`src/ssmd_pkg.sv`:
```
// ----------------------------------------------------------------------------
// Seven-segment multiplexed display driver package
// Shared types, register indexes, decimal conversion constants and the
// segment glyph table.
// ----------------------------------------------------------------------------
package ssmd_pkg;

    // Request kinds.
    typedef enum logic [1:0] {
        MODE_TICK   = 2'd0,
        MODE_VALUE  = 2'd1,
        MODE_FORMAT = 2'd2
    } t_mode;

    // Configuration register indexes.
    localparam logic [1:0] CFG_SCAN_BY_SEGMENT = 2'd0;
    localparam logic [1:0] CFG_SEG_ACTIVE_HIGH = 2'd1;
    localparam logic [1:0] CFG_DIG_ACTIVE_HIGH = 2'd2;
    localparam logic [1:0] CFG_NUM_DIGITS      = 2'd3;

    localparam int CFG_DATA_W = 4;

    // Segment layout: a is bit 0, g is bit 6, the point is bit 7.
    localparam logic [7:0] POINT_BIT     = 8'h80;
    localparam logic [7:0] BLANK_PATTERN = 8'h00;
    localparam logic [3:0] MAX_AMOUNT    = 4'd8;

    // Reciprocal multipliers: value / 10^k == (value * MUL) >> SHIFT for
    // every 16-bit value.
    localparam logic [32:0] DIV10_MUL    = 33'd52429;
    localparam int          DIV10_SHIFT  = 19;
    localparam logic [32:0] DIV100_MUL   = 33'd83887;
    localparam int          DIV100_SHIFT = 23;
    localparam logic [32:0] DIV1K_MUL    = 33'd67109;
    localparam int          DIV1K_SHIFT  = 26;
    localparam logic [32:0] DIV10K_MUL   = 33'd107375;
    localparam int          DIV10K_SHIFT = 30;

    // Quotients of the value by 10, 100, 1000 and 10000.
    typedef struct packed {
        logic [12:0] q1;
        logic [9:0]  q2;
        logic [6:0]  q3;
        logic [2:0]  q4;
    } t_quot;

    function automatic logic [7:0] f_glyph(input logic [3:0] digit);
        logic [7:0] pattern;
        case (digit)
            4'd0:    pattern = 8'h3F;
            4'd1:    pattern = 8'h06;
            4'd2:    pattern = 8'h5B;
            4'd3:    pattern = 8'h4F;
            4'd4:    pattern = 8'h66;
            4'd5:    pattern = 8'h6D;
            4'd6:    pattern = 8'h7D;
            4'd7:    pattern = 8'h07;
            4'd8:    pattern = 8'h7F;
            4'd9:    pattern = 8'h6F;
            default: pattern = BLANK_PATTERN;
        endcase
        return pattern;
    endfunction

endpackage

```
`src/ssmd_decimal.sv`:
```
// ----------------------------------------------------------------------------
// Decimal quotient unit
// Divides a 16-bit value by 10, 100, 1000 and 10000 with independent
// reciprocal multiplications, one per power of ten.
// ----------------------------------------------------------------------------
module ssmd_decimal (
    input  logic [15:0]         i_value,
    output ssmd_pkg::t_quot     o_quot
);
    import ssmd_pkg::*;

    logic [32:0] w_p1;
    logic [32:0] w_p2;
    logic [32:0] w_p3;
    logic [32:0] w_p4;

    assign w_p1 = 33'(i_value) * DIV10_MUL;
    assign w_p2 = 33'(i_value) * DIV100_MUL;
    assign w_p3 = 33'(i_value) * DIV1K_MUL;
    assign w_p4 = 33'(i_value) * DIV10K_MUL;

    assign o_quot.q1 = w_p1[DIV10_SHIFT  +: 13];
    assign o_quot.q2 = w_p2[DIV100_SHIFT +: 10];
    assign o_quot.q3 = w_p3[DIV1K_SHIFT  +: 7];
    assign o_quot.q4 = w_p4[DIV10K_SHIFT +: 3];

endmodule

```
`src/seven_segment_mux_driver_core.sv`:
```
// ----------------------------------------------------------------------------
// Seven-segment multiplexed display driver core
// Per-digit segment buffer with decimal write, formatted write and a
// digit-wise or segment-wise multiplex scan with per-group line polarity.
// ----------------------------------------------------------------------------
// The core takes one request per clock while the consumer keeps up and
// returns exactly one response per request. The request register holds
// the request with the quotients of its value by 10, 100, 1000 and 10000
// (four independent reciprocal multipliers); the buffer stage then updates
// the digit buffer or the scan and registers the line levels. Either stage
// holds when the consumer stalls, and a new request is taken in the same
// cycle that a finished response leaves, so the sustained rate is one
// request per cycle when unstalled. A tick request advances the scan
// and returns the new line levels; a show-value or formatted request rewrites
// the buffer and returns the current line levels unchanged. Configuration
// writes take effect at once and are meant to be made while no request is in
// flight.
module seven_segment_mux_driver_core #(
    parameter int MAX_DIGITS = 8
) (
    input  logic        i_clk,
    input  logic        i_rst_n,
    // Request channel.
    input  logic        i_valid,
    output logic        o_ready,
    input  logic [1:0]  i_mode,
    input  logic [15:0] i_value,
    input  logic [3:0]  i_comma,
    input  logic [3:0]  i_position,
    input  logic [3:0]  i_amount,
    // Response channel.
    output logic        o_valid,
    input  logic        i_ready,
    output logic [7:0]  o_segment_drive,
    output logic [7:0]  o_digit_drive,
    // Configuration write port.
    input  logic        i_cfg_we,
    input  logic [1:0]  i_cfg_index,
    input  logic [ssmd_pkg::CFG_DATA_W-1:0] i_cfg_data
);
    import ssmd_pkg::*;

    // Digit index, fitted-count and scan-slot widths. The slot must hold
    // both a segment number (0..7) and a digit number.
    localparam int IW = (MAX_DIGITS > 1) ? $clog2(MAX_DIGITS) : 1;
    localparam int CW = $clog2(MAX_DIGITS + 1);
    localparam int SW = (IW > 3) ? IW : 3;

    // ---------------- Configuration registers ----------------
    logic       r_scan_by_segment;
    logic       r_seg_active_high;
    logic       r_dig_active_high;
    logic [3:0] r_num_digits;

    always_ff @(posedge i_clk) begin
        if (!i_rst_n) begin
            r_scan_by_segment <= 1'b0;
            r_seg_active_high <= 1'b1;
            r_dig_active_high <= 1'b1;
            r_num_digits      <= 4'd4;
        end else if (i_cfg_we) begin
            case (i_cfg_index)
                CFG_SCAN_BY_SEGMENT: r_scan_by_segment <= i_cfg_data[0];
                CFG_SEG_ACTIVE_HIGH: r_seg_active_high <= i_cfg_data[0];
                CFG_DIG_ACTIVE_HIGH: r_dig_active_high <= i_cfg_data[0];
                CFG_NUM_DIGITS:      r_num_digits      <= i_cfg_data[3:0];
                default: begin
                end
            endcase
        end
    end

    // The number of fitted digits: zero acts as one, and anything above the
    // buffer depth saturates to it.
    logic [CW-1:0] w_fit;

    always_comb begin
        if (r_num_digits == 4'd0) begin
            w_fit = CW'(1);
        end else if (int'(r_num_digits) > MAX_DIGITS) begin
            w_fit = CW'(MAX_DIGITS);
        end else begin
            w_fit = CW'(r_num_digits);
        end
    end

    // ---------------- Request register ----------------
    // The decimal quotients are computed on the way in so that the buffer
    // update stage only has to subtract and look up glyphs.
    t_quot w_quot;

    ssmd_decimal u_decimal (
        .i_value (i_value),
        .o_quot  (w_quot)
    );

    logic        r_req_valid;
    logic [1:0]  r_mode;
    logic [15:0] r_value;
    logic [3:0]  r_comma;
    logic [3:0]  r_position;
    logic [3:0]  r_amount;
    t_quot       r_quot;

    logic        r_out_valid;
    logic        w_advance;

    // The request in the register moves on when the response register is
    // empty or is being emptied in this cycle.
    assign w_advance = r_req_valid && (!r_out_valid || i_ready);
    assign o_ready   = !r_req_valid || w_advance;

    always_ff @(posedge i_clk) begin
        if (!i_rst_n) begin
            r_req_valid <= 1'b0;
        end else if (o_ready) begin
            r_req_valid <= i_valid;
        end
    end

    always_ff @(posedge i_clk) begin
        if (i_valid && o_ready) begin
            r_mode     <= i_mode;
            r_value    <= i_value;
            r_comma    <= i_comma;
            r_position <= i_position;
            r_amount   <= i_amount;
            r_quot     <= w_quot;
        end
    end

    // ---------------- Decimal digits ----------------
    // Remainders after division by successive powers of ten. Beyond the
    // fifth digit a 16-bit value has nothing left.
    logic [15:0] w_qv [0:7];
    logic [3:0]  w_dv [0:7];
    logic        w_qnz [0:7];

    always_comb begin
        w_qv[0] = r_value;
        w_qv[1] = 16'(r_quot.q1);
        w_qv[2] = 16'(r_quot.q2);
        w_qv[3] = 16'(r_quot.q3);
        w_qv[4] = 16'(r_quot.q4);
        w_qv[5] = 16'd0;
        w_qv[6] = 16'd0;
        w_qv[7] = 16'd0;
        for (int k = 0; k < 8; k++) begin
            if (k < 7) begin
                w_dv[k] = 4'(w_qv[k] - (w_qv[k + 1] << 3) - (w_qv[k + 1] << 1));
            end else begin
                w_dv[k] = 4'd0;
            end
            w_qnz[k] = (w_qv[k] != 16'd0);
        end
    end

    // ---------------- Digit buffer update ----------------
    logic [7:0] r_patterns [0:MAX_DIGITS-1];
    logic [7:0] n_patterns [0:MAX_DIGITS-1];

    always_comb begin
        int fit_i;
        int comma_i;
        int pos_i;
        int amt_i;
        int iter;
        logic point_ok;
        fit_i    = int'(w_fit);
        comma_i  = int'(r_comma);
        pos_i    = int'(r_position);
        amt_i    = (r_amount > MAX_AMOUNT) ? int'(MAX_AMOUNT) : int'(r_amount);
        point_ok = (comma_i != 0) && (comma_i <= fit_i);
        iter     = 0;
        for (int j = 0; j < MAX_DIGITS; j++) begin
            n_patterns[j] = r_patterns[j];
            case (r_mode)
                MODE_VALUE: begin
                    // Units land in digit 0; leading zeros blank except up to
                    // the comma position.
                    if (j < fit_i) begin
                        if (j == 0 || (j < 8 && w_qnz[3'(j)]) || j <= comma_i) begin
                            n_patterns[j] = (j < 8) ? f_glyph(w_dv[3'(j)])
                                                    : f_glyph(4'd0);
                        end else begin
                            n_patterns[j] = BLANK_PATTERN;
                        end
                    end
                    if (point_ok && j == comma_i - 1) begin
                        n_patterns[j] = n_patterns[j] | POINT_BIT;
                    end
                end
                MODE_FORMAT: begin
                    // The run starts at the 1-based position and stops at the
                    // last fitted digit.
                    iter = j + 1 - pos_i;
                    if (pos_i != 0 && pos_i <= fit_i && j < fit_i &&
                        iter >= 0 && iter < amt_i) begin
                        if (iter == 0 || w_qnz[3'(iter)] || j + 1 <= comma_i) begin
                            n_patterns[j] = f_glyph(w_dv[3'(iter)]);
                        end else begin
                            n_patterns[j] = BLANK_PATTERN;
                        end
                    end
                    if (point_ok && j == comma_i - 1) begin
                        n_patterns[j] = n_patterns[j] | POINT_BIT;
                    end
                end
                default: begin
                end
            endcase
        end
    end

    // ---------------- Scan ----------------
    logic [SW-1:0] r_scan_slot;
    logic [7:0]    r_seg_lines;
    logic [7:0]    r_dig_lines;
    logic [SW-1:0] n_scan_slot;
    logic [7:0]    n_seg_lines;
    logic [7:0]    n_dig_lines;

    always_comb begin
        logic [SW-1:0] slot;
        logic [2:0]    seg_sel;
        slot        = r_scan_slot;
        seg_sel     = r_scan_slot[2:0];
        n_scan_slot = r_scan_slot;
        n_seg_lines = r_seg_lines;
        n_dig_lines = r_dig_lines;
        if (t_mode'(r_mode) == MODE_TICK) begin
            if (r_scan_by_segment) begin
                // One segment lit; every fitted digit showing it is selected.
                n_seg_lines = 8'(1) << seg_sel;
                for (int b = 0; b < 8; b++) begin
                    if (b < MAX_DIGITS) begin
                        n_dig_lines[b] = (b < int'(w_fit)) &&
                                         r_patterns[IW'(b)][seg_sel];
                    end else begin
                        n_dig_lines[b] = 1'b0;
                    end
                end
                n_scan_slot = SW'(3'(seg_sel + 3'd1));
            end else begin
                // One digit lit; a slot left over from a larger count or from
                // the segment scan restarts at digit 0.
                if (int'(slot) >= int'(w_fit)) begin
                    slot = '0;
                end
                n_seg_lines = r_patterns[slot[IW-1:0]];
                for (int b = 0; b < 8; b++) begin
                    n_dig_lines[b] = (int'(slot) == b);
                end
                if (int'(slot) + 1 >= int'(w_fit)) begin
                    n_scan_slot = '0;
                end else begin
                    n_scan_slot = SW'(slot + SW'(1));
                end
            end
        end
    end

    always_ff @(posedge i_clk) begin
        if (!i_rst_n) begin
            r_scan_slot <= '0;
            r_seg_lines <= 8'h00;
            r_dig_lines <= 8'h00;
            for (int j = 0; j < MAX_DIGITS; j++) begin
                r_patterns[j] <= BLANK_PATTERN;
            end
        end else if (w_advance) begin
            r_scan_slot <= n_scan_slot;
            r_seg_lines <= n_seg_lines;
            r_dig_lines <= n_dig_lines;
            for (int j = 0; j < MAX_DIGITS; j++) begin
                r_patterns[j] <= n_patterns[j];
            end
        end
    end

    // ---------------- Response register ----------------
    // The lines hold lit masks; polarity is applied on the way out.
    logic [7:0] r_segment_drive;
    logic [7:0] r_digit_drive;

    always_ff @(posedge i_clk) begin
        if (!i_rst_n) begin
            r_out_valid <= 1'b0;
        end else if (w_advance) begin
            r_out_valid <= 1'b1;
        end else if (i_ready) begin
            r_out_valid <= 1'b0;
        end
    end

    always_ff @(posedge i_clk) begin
        if (w_advance) begin
            r_segment_drive <= r_seg_active_high ? n_seg_lines : ~n_seg_lines;
            r_digit_drive   <= r_dig_active_high ? n_dig_lines : ~n_dig_lines;
        end
    end

    assign o_valid         = r_out_valid;
    assign o_segment_drive = r_segment_drive;
    assign o_digit_drive   = r_digit_drive;

endmodule

```
`config.mk`:
```
export PLATFORM = sky130hd
export DESIGN_NAME = seven_segment_mux_driver_core
export DESIGN_NICKNAME = d
export VERILOG_FILES = /design/src/ssmd_pkg.sv /design/src/ssmd_decimal.sv /design/src/seven_segment_mux_driver_core.sv
export SDC_FILE = /design/constraint.sdc
export NUM_CORES = 1
export LEC_CHECK = 0
export ABC_AREA = 1
export BUFFER_PORTS_ARGS = -buffer_cell sky130_fd_sc_hd__buf_2
export CAP_MARGIN = 30
export CELL_PAD_IN_SITES_DETAIL_PLACEMENT = 1
export CELL_PAD_IN_SITES_GLOBAL_PLACEMENT = 1
export CORE_ASPECT_RATIO = 1.4
export CORE_UTILIZATION = 54
export CTS_CLUSTER_SIZE = 10
export DETAILED_ROUTE_END_ITERATION = 12
export PLACE_DENSITY_LB_ADDON = 0.3
export SLEW_MARGIN = 20
export SYNTH_ARGS = -nofsm -noshare
export SYNTH_HDL_FRONTEND = slang
export SYNTH_SLANG_ARGS = --single-unit
```
`constraint.sdc`:
```
create_clock -name i_clk -period 16.45 [get_ports i_clk]
set_clock_uncertainty 0.15 [all_clocks]
set_input_delay 1.645 -clock i_clk [delete_from_list [all_inputs] [get_ports i_clk]]
set_output_delay 1.645 -clock i_clk [all_outputs]
set_load 0.02 [all_outputs]
```
==> results of run 1 <==
worst max-delay path, cell delays in order:
cell and delay [ps]:
buf_2 510, ha_1 590, inv_1 220, fa_1 570, inv_1 160, fa_1 660, fa_1 490, fa_1 560
inv_1 90, fa_1 490, inv_1 50, ha_1 310, a21oi_1 220, o21ai_0 150, a21oi_1 120, o21ai_0 120
nand2_1 120, nand2_1 110, nand2_1 70, nand3_1 80, xnor2_1 130
cells by family (layout without fill, tap and decap cells):
| kind of cell | Yosys count | after routing |
|---|---|---|
| AO/OA/AOI/OAI | 519 | 519 |
| buffers and inverters | 836 | 886 |
| XOR/XNOR | 49 | 49 |
| flip-flops | 171 | 171 |
| AND/OR/NAND/NOR | 1414 | 1414 |
| adder cells (fa/ha/maj) | 895 | 895 |
per-stage QoR:
step / area, sq um / setup slack, ps
floorplan: 31050 / 9973
global placement: 32070 / 9004
detailed placement: 32080 / 8775
CTS: 32630 / 9272
global route: 32640 / 8862
finish: 32640 / 9074
routing by layer:
metal	share of wire	global-route usage
met1	0.31	0.3642
met2	0.51	0.7414
met3	0.050	0.08248
met4	0.14	0.4771
met5	0	0
registers in the layout (all words and copies together) (netlist names), 2 cells and up:
signal / flops
r_amount: 4
r_patterns: 64
r_position: 4
o_digit_drive: 8
r_scan_slot: 3
o_segment_drive: 8
r_seg_lines: 8
r_value: 16
r_dig_lines: 8
r_quot: 33
r_num_digits: 4
r_mode: 2
r_comma: 4
final timing paths:
check	cells after the start	start	slack, ps	end
min reg2reg	2	r_seg_lines[5]	300	r_seg_lines[5]
min	2	r_seg_lines[5]	300	r_seg_lines[5]
max	21	i_value[8]	9070	r_quot[19]
max reg2reg	17	r_num_digits[3]	11370	r_scan_slot[1]
report_power, final:
group	internal [mW]	total (mW)	switching [mW]
combinational	1.84	5.39	3.55
sequential	0.592	0.657	0.0656
clock	0.202	0.408	0.205
total	2.63	6.45	3.82
layout make-up:
type	count	area [sq um]
clock inverter	12	86.33
timing repair buffer	76	424.2
multi-input combinational	2877	22970
inverter	778	2923
sequential	171	4855
tap	735	919.6
fill	7156	23940
clock buffer	20	456.7
layout by cell type (no fill, tap or decap), types with 4 or more instances in the layout:
master / instances
nand3_1: 254
inv_2: 23
nor3_1: 37
or2_1: 4
nand2_1: 765
a21oi_2: 4
xnor2_1: 17
a31oi_1: 19
buf_4: 15
nand4_1: 38
buf_2: 60
o21bai_1: 15
o21a_1: 8
dfxtp_1: 28
a21boi_0: 4
o21ai_1: 47
fa_1: 309
nor2_1: 237
inv_6: 4
o21ai_0: 167
a21o_1: 12
edfxtp_1: 143
xor2_1: 31
o211ai_1: 19
nor4_1: 8
a211oi_1: 6
nand3_2: 15
or2_2: 19
nand2_2: 8
ha_1: 586
clkbuf_16: 17
nor2_2: 4
clkinv_1: 6
o21ai_2: 4
inv_1: 750
nand4_2: 5
nand3b_1: 7
a21oi_1: 194
o31ai_1: 5
==> summary by stage, run 1 <==
Clocking
Buffers inserted to repair hold after CTS numbered 0. Post-CTS repair changed the size of 0 cells. The TritonCTS sink count is between 150 and 200.

CTS built an H-tree with a depth of 4. The clock-pin slew on the worst setup and hold paths is about 70 ps. No sink is reached through more buffers than the 2 on the longest clock path.

The TritonCTS buffer count is 17. The clock latency on the worst-skew pair is roughly 520 ps. TritonCTS built the clock tree. The post-CTS repair timing setup buffer count is 0. The buffer cell driving the clock tree root is clkbuf_16.

Synthesis
In the synthesized netlist the dominant register cell turns out to be edfxtp_1. The commonest cells after synthesis are nand2_1 (765), inv_1 (751), ha_1 (586). Of the total synthesized cell area, the portion taken by full adders, half adders and majority gates is 0.4354. The most instantiated library cell after synthesis is nand2_1. Counting flops with a built-in enable in the synthesized netlist gives roughly 140. In this run the cell area of the synthesized design comes to just over 30000 sq um.

The synthesized design spends more area on one cell type than any other, namely ha_1. The synthesized design contains between 150 and 200 register bits. The share of the Yosys chip area taken by registers is 0.1564. Synthesis produced a netlist whose cell count is ~3900. For this run, the number of Yosys warnings is 0. The share of the synthesized area in compound gates (AO/OA/AOI/OAI) is 0.09362. The net count after synthesis is roughly 4800. The number of unique standard cell types used by synthesis is 60.

Yosys attributes the largest share of cell area to ha_1 (24%), fa_1 (20%), edfxtp_1 (14%). The multiplexer share of the synthesized area is 0. A synthesized cell averages between 7 and 8 sq um. Of the total synthesized cell area, the portion taken by AND, OR, NAND and NOR gates is 0.1968. Of the post-synthesis cell area, the dominant cell type holds 0.2362. In the synthesized netlist the async set-or-reset flop fraction comes to 0. After synthesis, the largest family of logic cells by area is adder cells. The parity-gate share of the synthesized area counting xor and xnor cells is 0.01406.

STA
The worst hold margin is 302.4 ps. For this run, the top clock speed supported by timing is between 100 and 150 MHz. The worst path in the final design needs a cycle of ~7400 ps, including I/O delays and setup. Setup repair after global routing left no endpoint under its margin. The final number of hold-violating endpoints was 0. The tightest slew margin relative to the limit is 0.2966. The final max-slew violation count is 0. At the pin with the least slew margin, the transition time is about 1100 ps.

The fraction of the cycle the final worst path needs is 0.4484. The total setup violations reported at the end of the flow is 0. Adding up every negative setup slack in the final design gives 0 ps.

Floorplan
The floorplan has 103 rows. For this design the top-level I/O count stands at 59. The area of the core is around 57000 sq um. For this configuration, the core starts out at a cell density of 0.5488. The width of the die is between 200 and 250 um.

The die covers a little under 60000 sq um. From bottom edge to top edge, the die measures between 200 and 300 um.

Critical path
The worst setup path is launched from a primary input. The classification of the worst setup path is primary input to flop. For the worst setup path, the data required time is 16540 ps.

The sort of element at the end of the critical path is a flop. Data arrives at the worst endpoint at 7470 ps. The worst-path maximum fanout is 14.

Global route
The first global-routing pass estimated between 150000 and 200000 um of wire. For this run, the total global-route usage over all layers was measured as 0.4171. Entering global routing, the biggest net connects 56 pins. The number of antenna violations at the first check in global routing is 0. The via count of the first global-routing pass is between 30000 and 40000. For this run the aggregate overflow at the end of global routing stands at 0.

Route
The detailed router's first-iteration violation count is approximately 1600. The routed via count divided by cell count is between 5 and 6. In the routed design, unresolved DRC markers number 0. The first TritonRoute pass finished after 5 iterations. The routed wirelength normalized by instance count is roughly 25 um. The total number of vias is between 20000 and 30000.

The routed design has roughly 120000 um of wire. The number of nets with antenna violations after routing is 0.

Place
At the end of routability-driven placement, the weighted congestion stood at 1.025. Port buffering added 58 buffers. Summed over all nets, the half-perimeter wirelength after detailed placement is around 98000 um. In this run, placement finished with an instance count of approximately 4600.

Cells and area
From synthesis to final layout, the design area changed by 5.114%. The number of antenna diodes in the final layout is 0. Once layout is complete, the utilization of the core stands at 0.5768. The fraction of final layout cells sized beyond drive strength 1 is 0.05109. At the end of the flow, the number of nets in the layout was just under 5000. The count of cells in the finished layout, fillers not included, comes to 4669.

Flow run
The tool flagged a number of max-cap violations equal to 0.

Hold path
The worst min-delay path class is flop to flop.

Power
Power comes to 6.454 mW. In this run the power density over the cells is a little under 200 nW/um^2. For this design the static power due to leakage is roughly 17 nW.

The worst-case IR drop observed on VDD is between 200 and 250 uV.

Status
The flow ran to the end, and the final reports show no timing, DRC or antenna violations.
No activity file was read; power rests on OpenSTA's default activity.
==> run 2, diff against run 1 <==
Settings changed: CORE_UTILIZATION 54 to 50.
Clock period 16.45 ns to 7.7 ns, I/O delays scaled along.
==> summary by stage, run 2 (synthesis results as in run 1) <==
Status
The flow ran to the end, and the final reports show no timing, DRC or antenna violations.

Floorplan
The floorplan die height is 296.8 um (+3.9%). The starting density of the core is 0.5075 (-0.04132). The width of the die is 212.6 um (+3.9%). The I/O pin total is 59 (unchanged). The standard-cell row count is 107 (+3.9%). The floorplan die area is 63110 sq um (+7.9%).

The area of the core is 61180 sq um (+8.1%).

Route
The routed via count divided by cell count is 5.733 (-4.4%). The highest layer touched by signal routing is met4. The first-pass iteration count of the detailed router came to 5 (unchanged). The remaining routing DRC violations is 0 (unchanged). The detailed router's first-iteration violation count is 1359 (-14%). The routed wirelength normalized by instance count is 23.73 um (-6.1%). The total length of routed met3 wires is 4927 um (-17%).

The number of nets with antenna violations after routing is 0 (unchanged). The total number of vias came to 27330 (-2.4%). The routed wire length on met2 is 58010 um (-2.7%). The total detailed-routing wirelength is 113100 um (-4.1%). The wire length on met1 is 35660 um (-2.1%).

Power
The fraction of power spent switching nets is 0.5772 (-0.01466). The switching component of the power is 7.696 mW (+100%). The proportion of power drawn by combinational gates is 0.827 (-0.008). The internal power component is 5.638 mW (+110%). The worst voltage drop across the vdd grid is 483.2 uV (+100%). The static leakage is 17.33 nW (+0.61%).

The sequential group share of total power is 0.105 (+0.003). The share of total power in the clock network was 0.068 (+0.005). The areal power density over the cells is 405.0 nW/um^2 (+100%).

Place
The number of placed instances with taps included is 4731 (+2.1%). The final RePlAce weighted congestion is 0.9700 (-5.4%). The placed wire-length estimate after detailed placement came to 95560 um (-2.4%).

The number of buffers added on ports is 58 (unchanged).

Global route
The number of antenna violations at the first check in global routing is 2 (+2). The total congestion overflow after global routing is 0 (unchanged). The via count of the first global-routing pass is 30360 (-4.2%). The wire length of the first global-routing pass is 172500 um (-4.3%). The largest net degree at the start of global routing is 64 (+14%). The total routing resource utilization after global routing was 0.3702 (-0.04692).

Critical path
The worst setup path startpoint is i_value[5]. By startpoint and endpoint, the worst setup path is classified as primary input to flop. The startpoint identified for the worst register-to-register timing path is r_num_digits[3]. The sort of element at the end of the critical path is a flop. The worst-path maximum fanout was 8 (-6). The worst setup path is launched from a primary input. The data required time at the worst endpoint was 7800 ps (-8740 ps). The critical path arrival is 6380 ps (-1090 ps). The cell count of the worst reg-to-reg path is 17 (unchanged).

STA
The fraction of the cycle the final worst path needs is 0.8166. The slew of the pin with the lowest slew margin is 1070 ps (+17.12 ps). The worst hold margin was 295.1 ps (-7.317 ps). The final number of hold-violating endpoints is 0 (unchanged). The final max-slew violation count is 0 (unchanged). The clock period could shrink to 6288 ps. The tightest slew margin relative to the limit came to 0.2819 (-0.01468). For this run, the top clock speed supported by timing is 159.0 MHz. The total setup violations reported at the end of the flow was 0 (unchanged). Setup repair after global routing left no endpoint under its margin.

The post-route setup TNS is 0 ps (unchanged).

Clocking
The post-cts resize count is 0 (unchanged). The TritonCTS sink count is 171 (unchanged). The root buffer cell chosen for the clock tree is clkbuf_16. The post-CTS repair timing setup buffer count came to 0 (unchanged).

The number of buffers between clock root and the deepest sink was 2 (unchanged). The quantity of hold-fixing buffers added after cts came to 0 (unchanged). The TritonCTS buffer count was 17 (unchanged). The H-tree depth reported by CTS is 4 (unchanged). TritonCTS built the clock tree.

The clock latency on the worst-skew pair is 510 ps (about the same). The clock-pin slew on the worst setup and hold paths is 70 ps (about the same).

Hold path
The count of cells along the worst hold path was 1 (-1). The worst hold path begins at i_position[1]. The min-delay analysis places its worst path in the category primary input to flop.

Flow run
The number of violations of the max-capacitance limit is 0 (unchanged).

Cells and area
The library cells used most frequently in the layout, excluding fill and tap cells, are nand2_1 (765), inv_1 (750), ha_1 (586). The most common cell after layout, fill and taps aside is nand2_1. The fraction of final layout cells sized beyond drive strength 1 is 0.05520 (+0.004111). The area growth from synthesis to layout is 6.057%. The number of flip-flops under the largest register name was 64 (unchanged). The final instance count without filler cells came to 4768 (+2.1%). The largest registers in the layout are r_patterns (64), r_quot (33), r_value (16). Ranked by flip-flop count, first place goes to r_patterns. The number of nets in the final layout is 4872 (+0.31%).
-- run 2: changes by cell type in the layout (fill, tap and decap cells not counted), sizes merged --
cell | previous run | this run
diode | 0 | 2
clkinv | 9 | 8
inv | 781 | 779
bufinv | 0 | 1
buf | 76 | 90
clkbuf | 20 | 23
-- run 2: metal layers --
| metal | up-vias | track usage |
|---|---|---|
| met5 | - | 0 |
| met4 | 0 | 0.3983 |
| met3 | 525 | 0.06344 |
| met2 | 860 | 0.6702 |
| met1 | 13270 | 0.3262 |
| li1 | 12670 | - |
-- run 2: path summary, 6_finish.rpt --
kind | slack [ps] | endpoint
min | 300 | r_position[1]
max reg2reg | 2570 | r_scan_slot[1]
min reg2reg | 300 | r_seg_lines[1]
max | 1410 | r_quot[30]
-- run 2: layout make-up --
cell class,count,area (sq um)
Antenna cell,2,5.005
Clock buffer,22,495.5
Clock inverter,10,98.84
Fill cell,7610,28250
Inverter,778,2923
Multi-Input combinational cell,2877,22970
Sequential cell,171,4855
Tap cell,817,1022
Timing Repair Buffer,91,558.0
-- run 2: worst max-delay path, stage by stage --
cell     delay [ps]
buf_2           300
inv_1           340
ha_1            460
inv_1           450
fa_1            510
inv_1           100
fa_1            430
fa_1            560
inv_1            60
fa_1            500
fa_1            500
ha_1            360
nand2_1         110
nor4_1          300
nand3_1         120
nand3_1         230
a21oi_1         120
xor2_1          150
-- run 2: power groups by stage --
| stage | clock [mW] | sequential (mW) | combinational, mW |
|---|---|---|---|
| floorplan | 0 | 1.35 | 7.64 |
| global placement | 0 | 1.41 | 10.4 |
| detailed placement | 0 | 1.42 | 10.9 |
| CTS | 0.921 | 1.40 | 11.0 |
| global route | 0.950 | 1.41 | 12.4 |
| finish | 0.909 | 1.40 | 11.0 |
-- run 2: through the flow --
stage	instance area [sq um]	power, mW	utilization	setup slack [ps]
final	32930	13.33	0.5382	1412
after detailed placement	32290	12.31	0.5277	974.4
after global placement	32290	11.77	0.5277	1215
after floorplan	31050	8.993	-	2098
after global routing	32930	14.75	0.5382	1155
after CTS	32880	13.30	0.5374	1514
==> run 3, diff against run 2 <==
Clock period 7.7 ns to 6.35 ns, I/O delays scaled along.
==> summary by stage, run 3 (synthesis results as in run 1) <==
Floorplan
The I/O pin total is 59 (unchanged). The floorplan die height came to 296.8 um (unchanged). The standard-cell row count came to 107 (unchanged).

The width of the die came to 212.6 um (unchanged). The area of the core is 61180 sq um (unchanged). The floorplan die area came to 63110 sq um (unchanged). The starting density of the core is 0.5075 (unchanged).

Route
The detailed router's first-iteration violation count was 1428 (+5.1%). The number of nets with antenna violations after routing is 0 (unchanged). The routed via count divided by cell count came to 5.748 (+0.26%). The total number of vias came to 27710 (+1.4%). The first-pass iteration count of the detailed router is 5 (unchanged). The remaining routing DRC violations came to 0 (unchanged). The routed wirelength normalized by instance count is 24.43 um (+3.0%).

The total detailed-routing wirelength is 117800 um (+4.1%).

Critical path
The critical path is of the primary input to flop type. The kind of start point of the critical path is a primary input. The worst-path maximum fanout is 11 (+3).

The critical path arrival was 5830 ps (-550 ps). The data required time at the worst endpoint is 6440 ps (-1360 ps). The sort of element at the end of the critical path is a flop.

Power
The fraction of power spent switching nets is 0.5829 (+0.005721). The areal power density over the cells is 492.8 nW/um^2 (+22%). The internal power component was 6.847 mW (+21%). The proportion of power drawn by combinational gates came to 0.831 (+0.004). The sum of internal, switching and leakage power is 16.42 mW (+23%). The worst voltage drop across the vdd grid is 678.9 uV (+40%). The switching component of the power came to 9.569 mW (+24%). The sequential group share of total power is 0.104 (about the same).

The share of total power in the clock network is 0.064 (-0.004). The static leakage is 17.58 nW (+1.4%).

Place
The placed wire-length estimate after detailed placement was 98670 um (+3.3%). The worst slack at placement is 69.44 ps (-905.0 ps). The final RePlAce weighted congestion was 1.025 (+5.7%). The number of buffers added on ports is 58 (unchanged).

Global route
The total routing resource utilization after global routing was 0.3901 (+0.01991). met2 is the most crowded layer. The via count of the first global-routing pass is 31040 (+2.2%). The global routing usage on met1 is 0.3452 (+0.01900). The wire length of the first global-routing pass is 180300 um (+4.5%). The largest net degree at the start of global routing is 64 (unchanged). The global routing usage on met3 is 0.08977 (+0.02633). The total congestion overflow after global routing is 0 (unchanged). The global-route track usage on met2 is 0.6851 (+0.01494). The number of antenna violations at the first check in global routing is 2 (unchanged).

Cells and area
Counting flops per register, the top entry is r_patterns. The number of nets in the final layout was 4927 (+1.1%). The number of antenna repair diodes came to 0 (-2). The number of flip-flops under the largest register name is 64 (unchanged).

The library cells used most frequently in the layout, excluding fill and tap cells, are nand2_1 (765), inv_1 (750), ha_1 (586). The most common cell after layout, fill and taps aside is nand2_1. The fraction of final layout cells sized beyond drive strength 1 is 0.06843 (+0.01323). The largest registers in the layout are r_patterns (64), r_quot (33), r_value (16).

The area added between synthesis and finish is 7.298%.

STA
The final critical delay including setup and external delays is 5741 ps. The final number of hold-violating endpoints is 0 (unchanged). The setup slack after layout was 608.9 ps (-803.5 ps). The post-route setup TNS is 0 ps (unchanged). The slew of the pin with the lowest slew margin came to 995.5 ps (-74.39 ps).

The fraction of the cycle the final worst path needs is 0.9041. The tightest slew margin relative to the limit is 0.3293 (+0.04737). Derived from the worst setup path, the maximum achievable clock frequency is 174.2 MHz. The final max-slew violation count is 0 (unchanged). Setup repair after global routing left no endpoint under its margin.

The total setup violations reported at the end of the flow is 0 (unchanged).

Hold path
The tightest min-delay check is of the primary input to flop type.

Flow run
The number of violations of the max-capacitance limit is 0 (unchanged).

Status
The flow ran to the end, and the final reports show no timing, DRC or antenna violations.

Clocking
Clock tree synthesis selected as its root buffer the cell clkbuf_16. The TritonCTS buffer count is 17 (unchanged). The H-tree depth reported by CTS was 4 (unchanged). The clock-pin slew on the worst setup and hold paths is 70 ps (about the same). The number of buffers between clock root and the deepest sink is 2 (unchanged).

The clock latency on the worst-skew pair was 510 ps (about the same). The CTS tree is yes. The quantity of hold-fixing buffers added after cts is 0 (unchanged). The TritonCTS sink count is 171 (unchanged).
-- run 3: changes by cell type in the layout (fill, tap and decap cells not counted), sizes merged --
cell,before,now
bufinv,1,0
inv,779,780
diode,2,0
buf,90,145
-- run 3: routing by layer --
| layer | vias to the layer above | part of all wire |
|---|---|---|
| li1 | 12780 | - |
| met1 | 13410 | 0.31 |
| met2 | 916 | 0.50 |
| met3 | 599 | 0.051 |
| met4 | 4 | 0.14 |
| met5 | - | 0.00020 |
-- run 3: what timing repair did --
item,CTS,global route
setup buffers,0,0
gates resized for setup,0,1
setup endpoints to repair,0,1
-- run 3: path summary, 6_finish.rpt --
check	slack, ps	to	depth (start not counted)	from
min	150	r_position[2]	1	i_position[2]
max	610	r_quot[27]	20	i_value[5]
max reg2reg	1680	r_scan_slot[2]	18	r_num_digits[3]
min reg2reg	300	r_seg_lines[0]	2	r_seg_lines[0]
-- run 3: critical path, cell delays in order --
cell	delay (ps)
buf_2	290
inv_1	120
ha_1	380
inv_1	240
fa_1	550
inv_1	60
fa_1	450
fa_1	520
fa_1	560
inv_1	60
fa_1	440
ha_1	360
nand2_1	140
nor2_1	170
inv_1	50
o21ai_0	270
o21bai_1	210
nand2_1	110
nand3_1	80
nand2_1	100
-- run 3: final cells by class --
class                           instances  area [sq um]
Clock inverter                         10         75.07
Sequential cell                       171          4855
Multi-Input combinational cell       2877         22990
Clock buffer                           22         475.5
Inverter                              778          2923
Timing Repair Buffer                  146         970.9
Tap cell                              817          1022
Fill cell                            7642         27870
-- run 3: power by group through the flow --
stage	Combinational [mW]	Clock, mW	Sequential, mW
global route	15.3	1.10	1.72
global placement	12.8	0	1.73
detailed placement	13.4	0	1.73
CTS	13.5	1.07	1.71
finish	13.6	1.06	1.71
floorplan	9.27	0	1.63
-- run 3: through the flow --
stage                     utilization  area, sq um  instances  hold WS (ps)
after CTS                      0.5435        33250       4818         133.4
after floorplan                     -        31050       3884         268.6
after detailed placement       0.5345        32700       4786         292.4
final                          0.5445        33310       4821         154.4
after global placement         0.5345        32700       4786         278.4
after global routing           0.5445        33310       4821         133.6
